## config.mk

```make
export PLATFORM = sky130hd
export DESIGN_NAME = step_dir_pulse_controller
export DESIGN_NICKNAME = d
export VERILOG_FILES = /design/src/design/sdp_pkg.sv /design/src/design/sdp_cfg.sv /design/src/design/sdp_core.sv /design/src/design/step_dir_pulse_controller.sv
export SDC_FILE = /design/constraint.sdc
export NUM_CORES = 1
export LEC_CHECK = 0
export CORE_AREA = 3 3 164 182
export CTS_BUF_LIST = sky130_fd_sc_hd__clkbuf_16
export DETAILED_ROUTE_END_ITERATION = 8
export DIE_AREA = 0 0 167 185
export DONT_BUFFER_PORTS = 1
export SYNTH_ARGS = -nofsm -noshare
export SYNTH_HDL_FRONTEND = slang
export SYNTH_SLANG_ARGS = --single-unit
```

## constraint.sdc

```tcl
create_clock -name clk -period 3.15 [get_ports clk]
set_clock_uncertainty 0.05 [all_clocks]
set_input_delay 0.4725 -clock clk [delete_from_list [all_inputs] [get_ports clk]]
set_output_delay 0.4725 -clock clk [all_outputs]
set_load 0.03 [all_outputs]
```

## src/design/sdp_pkg.sv

```systemverilog
// Shared types, codes and helpers for the step/direction pulse controller.
// Used by sdp_cfg, sdp_core and step_dir_pulse_controller; no dependencies.
package sdp_pkg;

    // Request codes
    localparam logic [2:0] REQ_TICK      = 3'd0;
    localparam logic [2:0] REQ_POWER_ON  = 3'd1;
    localparam logic [2:0] REQ_POWER_OFF = 3'd2;
    localparam logic [2:0] REQ_ALARM     = 3'd3;
    localparam logic [2:0] REQ_CLEAR     = 3'd4;
    localparam logic [2:0] REQ_SET_DIR   = 3'd5;
    localparam logic [2:0] REQ_RUN       = 3'd6;

    // Status codes
    localparam logic [1:0] ST_OK   = 2'd0;
    localparam logic [1:0] ST_ERR  = 2'd1;
    localparam logic [1:0] ST_BUSY = 2'd2;

    // Run completion codes
    localparam logic [1:0] FIN_NONE  = 2'd0;
    localparam logic [1:0] FIN_DONE  = 2'd1;
    localparam logic [1:0] FIN_ABORT = 2'd2;

    // Configuration register indexes
    localparam logic [1:0] CFG_RISING    = 2'd0;
    localparam logic [1:0] CFG_FALLING   = 2'd1;
    localparam logic [1:0] CFG_POWER_OFF = 2'd2;
    localparam logic [1:0] CFG_FORWARD   = 2'd3;

    typedef enum logic [1:0] {
        MODE_OFF   = 2'd0,
        MODE_IDLE  = 2'd1,
        MODE_WORK  = 2'd2,
        MODE_ALARM = 2'd3
    } mode_t;

    typedef struct packed {
        logic [2:0]  req_type;
        logic        direction_forward;
        logic [31:0] step_count;
    } req_t;

    typedef struct packed {
        logic [1:0]  status;
        logic        power_level;
        logic        direction_level;
        logic        step_level;
        logic [1:0]  motor_mode;
        logic [31:0] steps_done;
        logic [1:0]  run_finished;
    } rsp_t;

    typedef struct packed {
        logic [15:0] rising_ticks;
        logic [15:0] falling_ticks;
        logic        power_off_level;
        logic        forward_level;
    } cfg_t;

    // A phase length of zero acts as one tick
    function automatic logic [15:0] ticks_or_one(input logic [15:0] t);
        ticks_or_one = (t == 16'd0) ? 16'd1 : t;
    endfunction

endpackage

```

## src/design/sdp_cfg.sv

```systemverilog
// Configuration register bank: pulse timing and pin polarities.
// Depends on sdp_pkg.
module sdp_cfg
    import sdp_pkg::*;
(
    input  logic        clk,
    input  logic        rst_n,
    input  logic        wr_en,
    input  logic [1:0]  wr_index,
    input  logic [15:0] wr_data,
    output cfg_t        cfg
);

    cfg_t cfg_reg;

    always_ff @(posedge clk or negedge rst_n)
    begin
        if (!rst_n)
        begin
            cfg_reg.rising_ticks    <= 16'd1;
            cfg_reg.falling_ticks   <= 16'd1;
            cfg_reg.power_off_level <= 1'b0;
            cfg_reg.forward_level   <= 1'b0;
        end
        else if (wr_en)
        begin
            case (wr_index)
                CFG_RISING:    cfg_reg.rising_ticks    <= wr_data;
                CFG_FALLING:   cfg_reg.falling_ticks   <= wr_data;
                CFG_POWER_OFF: cfg_reg.power_off_level <= wr_data[0];
                CFG_FORWARD:   cfg_reg.forward_level   <= wr_data[0];
                default:       cfg_reg <= cfg_reg;
            endcase
        end
    end

    assign cfg = cfg_reg;

endmodule

```

## src/design/sdp_core.sv

```systemverilog
// Controller state and the single-pass update for one request.
// Depends on sdp_pkg; driven by the input stage of the top level.
module sdp_core
    import sdp_pkg::*;
(
    input  logic clk,
    input  logic rst_n,
    input  logic adv,
    input  req_t item,
    input  cfg_t cfg,
    output rsp_t result
);

    mode_t       mode_reg, mode_next;
    logic        running_reg, running_next;
    logic        power_reg, power_next;
    logic        dir_reg, dir_next;
    logic        step_reg, step_next;
    logic [15:0] timer_reg, timer_next;
    logic [31:0] left_reg, left_next;
    logic [31:0] count_reg, count_next;

    always_comb
    begin
        logic [15:0] timer_dec;
        logic [1:0]  st;
        logic [1:0]  fin;

        mode_next    = mode_reg;
        running_next = running_reg;
        power_next   = power_reg;
        dir_next     = dir_reg;
        step_next    = step_reg;
        timer_next   = timer_reg;
        left_next    = left_reg;
        count_next   = count_reg;
        st           = ST_OK;
        fin          = FIN_NONE;
        timer_dec    = (timer_reg != 16'd0) ? timer_reg - 16'd1 : timer_reg;

        case (item.req_type)
            REQ_TICK:
            begin
                if (running_reg)
                begin
                    timer_next = timer_dec;
                    if (timer_dec == 16'd0)
                    begin
                        if (step_reg)
                        begin
                            step_next  = 1'b0;
                            timer_next = ticks_or_one(cfg.falling_ticks);
                        end
                        else
                        begin
                            // step boundary: count the pulse, then abort, finish or go on
                            count_next = count_reg + 32'd1;
                            left_next  = left_reg - 32'd1;
                            if (mode_reg == MODE_ALARM)
                            begin
                                running_next = 1'b0;
                                dir_next     = 1'b0;
                                left_next    = 32'd0;
                                st           = ST_ERR;
                                fin          = FIN_ABORT;
                            end
                            else if (left_reg == 32'd1)
                            begin
                                running_next = 1'b0;
                                mode_next    = MODE_IDLE;
                                fin          = FIN_DONE;
                            end
                            else
                            begin
                                step_next  = 1'b1;
                                timer_next = ticks_or_one(cfg.rising_ticks);
                            end
                        end
                    end
                end
            end
            REQ_ALARM:
            begin
                power_next = cfg.power_off_level;
                mode_next  = MODE_ALARM;
            end
            REQ_POWER_ON, REQ_POWER_OFF:
            begin
                if (running_reg)
                    st = ST_BUSY;
                else if (mode_reg == MODE_ALARM)
                    st = ST_ERR;
                else if (item.req_type == REQ_POWER_OFF)
                begin
                    mode_next  = MODE_OFF;
                    power_next = cfg.power_off_level;
                end
                else
                begin
                    mode_next  = MODE_IDLE;
                    power_next = ~cfg.power_off_level;
                end
            end
            REQ_CLEAR:
            begin
                if (running_reg)
                    st = ST_BUSY;
                else if (mode_reg == MODE_ALARM)
                    mode_next = MODE_IDLE;
            end
            REQ_SET_DIR:
            begin
                if (running_reg)
                    st = ST_BUSY;
                else if (mode_reg == MODE_ALARM)
                    st = ST_ERR;
                else
                    dir_next = item.direction_forward ? cfg.forward_level
                                                      : ~cfg.forward_level;
            end
            REQ_RUN:
            begin
                if (running_reg)
                    st = ST_BUSY;
                else if (mode_reg != MODE_IDLE)
                    st = ST_ERR;
                else
                begin
                    count_next = 32'd0;
                    if (item.step_count == 32'd0)
                        fin = FIN_DONE;
                    else
                    begin
                        mode_next    = MODE_WORK;
                        running_next = 1'b1;
                        left_next    = item.step_count;
                        step_next    = 1'b1;
                        timer_next   = ticks_or_one(cfg.rising_ticks);
                    end
                end
            end
            default:
                st = ST_ERR;
        endcase

        result.status          = st;
        result.power_level     = power_next;
        result.direction_level = dir_next;
        result.step_level      = step_next;
        result.motor_mode      = mode_next;
        result.steps_done      = count_next;
        result.run_finished    = fin;
    end

    always_ff @(posedge clk or negedge rst_n)
    begin
        if (!rst_n)
        begin
            mode_reg    <= MODE_OFF;
            running_reg <= 1'b0;
            power_reg   <= 1'b0;
            dir_reg     <= 1'b0;
            step_reg    <= 1'b0;
            timer_reg   <= 16'd0;
            left_reg    <= 32'd0;
            count_reg   <= 32'd0;
        end
        else if (adv)
        begin
            mode_reg    <= mode_next;
            running_reg <= running_next;
            power_reg   <= power_next;
            dir_reg     <= dir_next;
            step_reg    <= step_next;
            timer_reg   <= timer_next;
            left_reg    <= left_next;
            count_reg   <= count_next;
        end
    end

`ifndef SYNTHESIS
    // A run always has at least one pulse outstanding
    a_run_has_steps: assert property (@(posedge clk) disable iff (!rst_n)
        running_reg |-> (left_reg != 32'd0))
        else $error("run active with no steps left");

    // The step pin is only high inside a run
    a_step_in_run: assert property (@(posedge clk) disable iff (!rst_n)
        step_reg |-> running_reg)
        else $error("step pin high outside a run");

    // Working mode only exists while a run is active
    a_work_is_running: assert property (@(posedge clk) disable iff (!rst_n)
        (mode_reg == MODE_WORK) |-> running_reg)
        else $error("working mode without an active run");

    // A run in progress keeps its phase timer loaded
    a_timer_loaded: assert property (@(posedge clk) disable iff (!rst_n)
        running_reg |-> (timer_reg != 16'd0))
        else $error("phase timer empty during a run");
`endif

endmodule

```

## src/design/step_dir_pulse_controller.sv

```systemverilog
// Step/direction pulse controller for a stepper driver: top level.
// Requests (ticks or commands) enter on req, one result per request leaves on rsp.
// Configuration writes arrive on cfg; cfg_ready is always high.
// A request transfers when req_valid is high and req_stall is low; a result
// transfers when rsp_valid is high and rsp_stall is low.
// A transferred request sits in the input register, and its result is loaded into
// the result register when the request advances.
// Throughput: one request per cycle unless rsp_stall holds the result register; the
// controller state is updated in a single pass of logic from the input to the result register.
// When the receiver stalls, the result register holds its payload, and the input
// register holds one more request; req_stall rises only once both are full.
// Reset clears both register stages, puts the motor in the off mode with all pins
// low and loads rising_ticks = 1, falling_ticks = 1 and both polarities at 0.
// Depends on sdp_pkg, sdp_cfg and sdp_core.
module step_dir_pulse_controller
    import sdp_pkg::*;
(
    input  logic        clk,
    input  logic        rst_n,
    input  logic        req_valid,
    output logic        req_stall,
    input  req_t        req,
    output logic        rsp_valid,
    input  logic        rsp_stall,
    output rsp_t        rsp,
    input  logic        cfg_valid,
    output logic        cfg_ready,
    input  logic [1:0]  cfg_index,
    input  logic [15:0] cfg_data
);

    logic in_valid_reg;
    req_t in_data_reg;
    logic out_valid_reg;
    rsp_t out_data_reg;
    logic out_free;
    logic adv;
    cfg_t cfg;
    rsp_t result;

    assign out_free  = !out_valid_reg || !rsp_stall;
    assign adv       = in_valid_reg && out_free;
    assign req_stall = in_valid_reg && !out_free;
    assign cfg_ready = 1'b1;

    sdp_cfg u_cfg (
        .clk      (clk),
        .rst_n    (rst_n),
        .wr_en    (cfg_valid && cfg_ready),
        .wr_index (cfg_index),
        .wr_data  (cfg_data),
        .cfg      (cfg)
    );

    sdp_core u_core (
        .clk    (clk),
        .rst_n  (rst_n),
        .adv    (adv),
        .item   (in_data_reg),
        .cfg    (cfg),
        .result (result)
    );

    always_ff @(posedge clk or negedge rst_n)
    begin
        if (!rst_n)
        begin
            in_valid_reg  <= 1'b0;
            out_valid_reg <= 1'b0;
        end
        else
        begin
            if (!req_stall)
                in_valid_reg <= req_valid;
            if (out_free)
                out_valid_reg <= adv;
        end
    end

    always_ff @(posedge clk)
    begin
        if (req_valid && !req_stall)
            in_data_reg <= req;
        if (adv)
            out_data_reg <= result;
    end

    assign rsp_valid = out_valid_reg;
    assign rsp       = out_data_reg;

`ifndef SYNTHESIS
    // Every request processed shows up as a result on the next cycle
    a_adv_to_out: assert property (@(posedge clk) disable iff (!rst_n)
        adv |=> out_valid_reg)
        else $error("processed request produced no result");

    // The input stage only pushes back when the result stage is full and stalled
    a_stall_cause: assert property (@(posedge clk) disable iff (!rst_n)
        req_stall |-> (out_valid_reg && rsp_stall && in_valid_reg))
        else $error("input stalled without a full, stalled output");

    // A held result must not be overwritten
    a_out_hold: assert property (@(posedge clk) disable iff (!rst_n)
        (out_valid_reg && rsp_stall) |=> (out_valid_reg && $stable(out_data_reg)))
        else $error("stalled result changed");
`endif

endmodule
```

==> results of run 1 <==
[worst max path at each step]
stage                     endpoint  cells after the start                 start  slack [ns]
2_1_floorplan              rsp[19]                     11   u_core.timer_reg[0]       -0.03
3_3_place_gp               rsp[31]                     11   u_core.timer_reg[1]       -0.09
3_5_place_dp    u_core.left_reg[6]                     11   u_core.timer_reg[1]       -0.17
4_1_cts        u_core.left_reg[24]                     10   u_core.timer_reg[1]       0.001
5_1_grt                     rsp[5]                     11  u_core.timer_reg[14]       -0.05
6_report                    rsp[5]                      9  u_core.timer_reg[14]        0.02
[power by group through the flow]
stage | registers (W) | logic [W] | clock network, W
global placement | 0.00348 | 0.00225 | 0
global route | 0.00348 | 0.00272 | 0.00227
finish | 0.00344 | 0.00250 | 0.00211
detailed placement | 0.00349 | 0.00227 | 0
CTS | 0.00344 | 0.00238 | 0.00215
floorplan | 0.00338 | 0.00141 | 0
[cells in the mapped netlist (all sizes together) (4+ instances only)]
master,count,area [um^2]
o211ai,19,143
nor2,73,277
or3,15,98.8
dfrtp,120,3000
or4,19,150
a31oi,51,319
a22oi,8,60.1
a41oi,14,123
a211o,4,35.0
ha,4,50.1
a21oi,60,315
o21ai,38,190
xnor2,4,35.0
nand3,46,235
nand2,124,465
mux2,35,394
a31o,6,52.6
and3,20,125
edfxtp,77,2310
o22ai,29,181
nand2b,10,62.6
nor4,63,424
nor3,45,235
nand4,28,196
o22a,6,52.6
o31ai,9,67.6
and2,18,113
o311ai,6,52.6
nor3b,5,37.5
buf,25,184
mux2i,20,200
o21a,4,30.0
clkbuf,67,251
a32oi,13,114
a211oi,5,37.5
and4,12,105
inv,15,56.3
[per-stage QoR]
stage / area, um^2 / worst slack (ns) / std cells / util (%) / TNS, ns
final: 13200 / 0.0245 / 1610 / 47.3 / 0
after global routing: 13200 / -0.0528 / 1610 / 47.3 / -0.325
after CTS: 13100 / 0.00142 / 1604 / 46.7 / 0
after detailed placement: 12400 / -0.170 / 1566 / 44.4 / -2.83
after global placement: 12400 / -0.0890 / 1566 / 44.4 / -0.869
after floorplan: 11300 / -0.0297 / 1165 / - / -0.0297
[routing by layer]
layer  global-route usage [%]  up-vias  routed length, um
met1                     30.5     4897              15100
met5                        0        -                  0
met2                     36.6      435              16600
met3                     2.77       76               2060
met4                     7.56        0                954
li1                         -     4686                  -
[timing repair]
action,CTS,global route
cloned,0,2
resized for setup,14,19
setup endpoints to repair,79,71
setup buffers,6,4
pin swaps,4,4
endpoints found under the hold margin,122,122
[cells by family (layout without fill, tap and decap cells)]
group                    after synthesis  count (layout)
AO/OA/AOI/OAI                        304             304
XOR/XNOR                               4               4
adder cells (fa/ha/maj)                4               4
buffers and inverters                107             189
flip-flops                           199             199
multiplexers                          55              55
other                                  1               1
AND/OR/NAND/NOR                      491             491
[critical path, delay by kind of cell (launching register included)]
| family | cells | cell delay [ns] |
|---|---|---|
| AND/OR/NAND/NOR | 5 | 1.72 |
| flip-flops | 1 | 0.38 |
| AO/OA/AOI/OAI | 1 | 0.09 |
| buffers and inverters | 2 | 0.31 |
| multiplexers | 1 | 0.39 |
[layout make-up]
cell class | count | area [um^2]
inverter | 15 | 56.3
clock inverter | 15 | 114
timing repair buffer | 142 | 1240
clock buffer | 17 | 425
sequential | 199 | 5370
tap | 363 | 454
multi-input combinational | 859 | 5570
fill | 2568 | 14700
==> flow_summary.yaml, run 1 <==
timing:
  relSlewSlack_pct: 43.5
  fin_crit_sh_pct: 99.2
  period_needed_ns: 3.13
  max_freq_mhz: 320
  hold_violations: 122
  tightest_slew_ns: 0.841
  whs_ns: -0.327
  maxSlewViolCount: 0
  setup_viol: 0
  rsz0062_at_grt: "yes"
finish:
  largest_reg_flops: 41
  n_antenna_cell: 0
  layout_common_cells: "buf_4, nand2_1, dfrtp_1"
  area_growth_pct: 17.6
  layout_commonest_cell: "buf_4"
  drive_above_1_share_pct: 21.1
  fin_nets: 1297
worst_setup_path:
  cp_common_cell: "or4_4"
  critPathRequiredTime_ns: 3.38
  crit_fanout: 25
  rr_startpoint: "u_core.timer_reg[14]"
  start_kind: "flop"
  worstPathArrival_ns: 3.36
  worstRegToRegCells: 9
  r2r_end: "rsp[5]"
  slowest_delay_ns: 0.58
  r2r_setup_slack_ns: 0.02
  cp_slowest_cell: "or4_4"
  worstSetupPathType: "flop to flop"
  end_kind: "flop"
  crit_chain: "or4_4, nor4_4, mux2_4, nor3_4, buf_4, nand4_4, buf_12, or4_4, o211ai_1"
global_route:
  grt_pass1_vias: 9767
  grt_pass1_wl_um: 55000
  globalRouteTotalUtil_pct: 22.2
  grt_max_degree: 123
  antenna_found_initial: 0
  overflow: 0
power:
  pwr-share-clk_pct: 26.2
  p_per_area_nw_per_um2: 609
  seqPwrFrac_pct: 42.7
  combPwrFrac_pct: 31.1
  power_w: 0.00806
  p_sw_share_pct: 35.7
  internal_power_w: 0.00518
  switchingPower_w: 0.00288
  peakVddDrop_v: 0.000348
  p_leak_nw: 5.02
synth:
  ys_ff_latch: 199
  synth_cell_types: 81
  synthCells: 1165
  synth_compound_area_share_pct: 18.4
  muxShareOfSynthArea_pct: 5.29
  synthSimpleGateAreaFrac_pct: 23.4
  synth_edf_count: 77
  yosys_warnings: 0
  yosys_most_used_dff: "dfrtp_1"
  avgSynthCellArea_um2: 9.65
  synth-async-reset-ratio_pct: 61.3
  synth_top_family_by_area: "simple AND/OR/NAND/NOR gates"
  netlist_area_um2: 11200
  synth_xor_area_share_pct: 0.312
  yosysSeqAreaShare_pct: 47.7
  synth_fa_ha_area_share_pct: 0.445
  synthesis.nets: 1228
run_status:
  status: "finished, violations left"
  violations: "hold timing"
floorplan:
  dieWidth_um: 167
  row_count: 64
  io_pins: 103
  initial_core_util_pct: 40.2
  core_um2: 27900
  dieHeight_um: 185
  die-area_um2: 30900
run:
  max_cap_violations: 0
cts:
  cts_sinks: 199
  cts_max_path_buffers: 2
  h-tree-depth: 4
  cts_tree: "yes"
  cts_buffers: 17
  clkTransAtPathRegs_ns: 0.08
  clock-root-buffer: "clkbuf_16"
  insertion_delay_ns: 0.45
route:
  wirelength_um: 34700
  wire_per_inst_um: 21.6
  ant_nets: 0
  via_count: 10100
  drt_iter0_markers: 1093
  via_per_inst: 6.27
  dr.pass1.iters: 5
  drc_errors: 0
placed_design:
  place.gp.congestion: 0.926
  hpwl_um: 23900
  portBuffers: 0
worst_hold_path:
  hold_class: "input pin to async pin"
Note: power is estimated with default switching activity, not from simulation.
==> run 2: changes to the inputs <==
Settings changed: MAX_ROUTING_LAYER set to met4, REMOVE_ABC_BUFFERS set to 1.
==> run 2 against run 1 <==
The flow finishes with violations (hold timing, setup timing); register-to-register slack got worse by 0.03 ns; largest power group unchanged; non-clock buffer count increased by 4; die area unchanged; via count increased by 2.0%.
==> flow_summary.yaml, run 2 (synthesis results as in run 1) <==
route:
  wirelength_um: 35300
  via_count: 10300
  via_per_inst: 6.38
  drc_errors: 0
  wire_per_inst_um: 21.9
  ant_nets: 0
  drt_iter0_markers: 1066
  dr.pass1.iters: 7
floorplan:
  io_pins: 103
  row_count: 64
  dieHeight_um: 185
  die-area_um2: 30900
  core_um2: 27900
  dieWidth_um: 167
  initial_core_util_pct: 40.2
worst_setup_path:
  crit_fanout: 7
  start_kind: "flop"
  worstPathArrival_ns: 3.29
  worstSetupPathType: "flop to flop"
  critPathRequiredTime_ns: 3.29
  end_kind: "flop"
  worstRegToRegCells: 11
finish:
  n_antenna_cell: 0
  largest_reg_flops: 41
  drive_above_1_share_pct: 24.4
  area_growth_pct: 22.9
  layout_commonest_cell: "nand2_1"
  fin_nets: 1302
  layout_common_cells: "nand2_1, dfrtp_1, buf_4"
power:
  p_sw_share_pct: 35.9
  switchingPower_w: 0.00295
  combPwrFrac_pct: 31.3
  internal_power_w: 0.00528
  p_per_area_nw_per_um2: 595
  p_leak_nw: 5.21
  peakVddDrop_v: 0.000306
  seqPwrFrac_pct: 41.8
  power_w: 0.00823
  pwr-share-clk_pct: 26.9
placed_design:
  dp_slack_ns: -0.437
  portBuffers: 0
  place.gp.congestion: 0.959
  hpwl_um: 23400
cts:
  h-tree-depth: 4
  cts_buffers: 17
  cts_max_path_buffers: 2
  cts_sinks: 199
  cts_tree: "yes"
  insertion_delay_ns: 0.44
  clock-root-buffer: "clkbuf_16"
  clkTransAtPathRegs_ns: 0.08
run_status:
  violations: "hold timing, setup timing"
  status: "finished, violations left"
timing:
  hold_violations: 122
  setup_viol: 1
  maxSlewViolCount: 0
  max_freq_mhz: 317
  fin_crit_sh_pct: 100
  whs_ns: -0.336
  period_needed_ns: 3.15
  fin_ws_ns: -0.00466
  rsz0062_at_grt: "yes"
  finalSetupTns_ns: -0.00466
  tightest_slew_ns: 1.04
  relSlewSlack_pct: 30.2
run:
  max_cap_violations: 0
global_route:
  grt_pass1_wl_um: 56100
  overflow: 0
  globalRouteTotalUtil_pct: 23.2
  grt_max_degree: 123
  antenna_found_initial: 0
  grt_pass1_vias: 9789
worst_hold_path:
  hold_class: "input pin to async pin"
run 2: path summary, 6_finish.rpt:
| check | to | startpoint | slack (ns) |
|---|---|---|---|
| max in group asynchronous | u_cfg.cfg[2] | rst_n | 3.05 |
| hold reg to reg | u_core.power_reg | u_core.power_reg | 0.43 |
| setup / recovery | rsp[12] | u_core.timer_reg[0] | -0.005 |
| min in group clk | in_data_reg[18] | req[18] | 0.07 |
| setup reg to reg | rsp[12] | u_core.timer_reg[0] | -0.005 |
| hold / removal | u_core.count_reg[9] | rst_n | -0.34 |
run 2: critical path, cell delays in order (launching register included):
cell,delay (ns)
dfrtp_1,0.39
inv_2,0.09
ha_4,0.15
or4b_4,0.44
or4_4,0.52
a21oi_4,0.18
and3_4,0.25
and4_4,0.27
buf_12,0.13
buf_16,0.12
a41o_1,0.20
a31oi_1,0.10
run 2: per-stage QoR:
step	instance area, um^2	std cells	utilization, %
6_report	13800	1615	49.4
5_1_grt	13800	1615	49.4
4_1_cts	13500	1607	48.1
3_5_place_dp	12200	1560	43.8
3_3_place_gp	12200	1560	43.8
2_1_floorplan	10800	1073	-
run 2: cell type report:
type / count / area (um^2)
Tap cell: 363 / 454
Timing Repair Buffer: 146 / 1340
Inverter: 15 / 56.3
Multi-Input combinational cell: 860 / 6020
Fill cell: 2547 / 14100
Clock buffer: 17 / 425
Sequential cell: 199 / 5370
Clock inverter: 15 / 159
run 2: what timing repair did:
action	4_1_cts	5_1_grt
endpoints found under the setup margin	119	115
hold endpoints to repair	122	122
gates cloned	6	1
pin swaps	34	49
setup buffers	9	8
gates resized for setup	79	54
run 2: per-layer routing:
layer  global-route usage, %  up-vias  wire length [um]
li1                        -     4690                 -
met1                    30.7     5130             15200
met2                    38.3      416             17400
met3                    3.20       61              2020
met4                    5.68        0               692
met5                       -        -                 0
run 2: power by group through the flow:
stage / sequential [W] / combinational, W / clock, W
final: 0.00344 / 0.00257 / 0.00221
after CTS: 0.00343 / 0.00241 / 0.00225
after global placement: 0.00347 / 0.00217 / 0
after global routing: 0.00347 / 0.00277 / 0.00236
after detailed placement: 0.00348 / 0.00218 / 0
after floorplan: 0.00347 / 0.00115 / 0
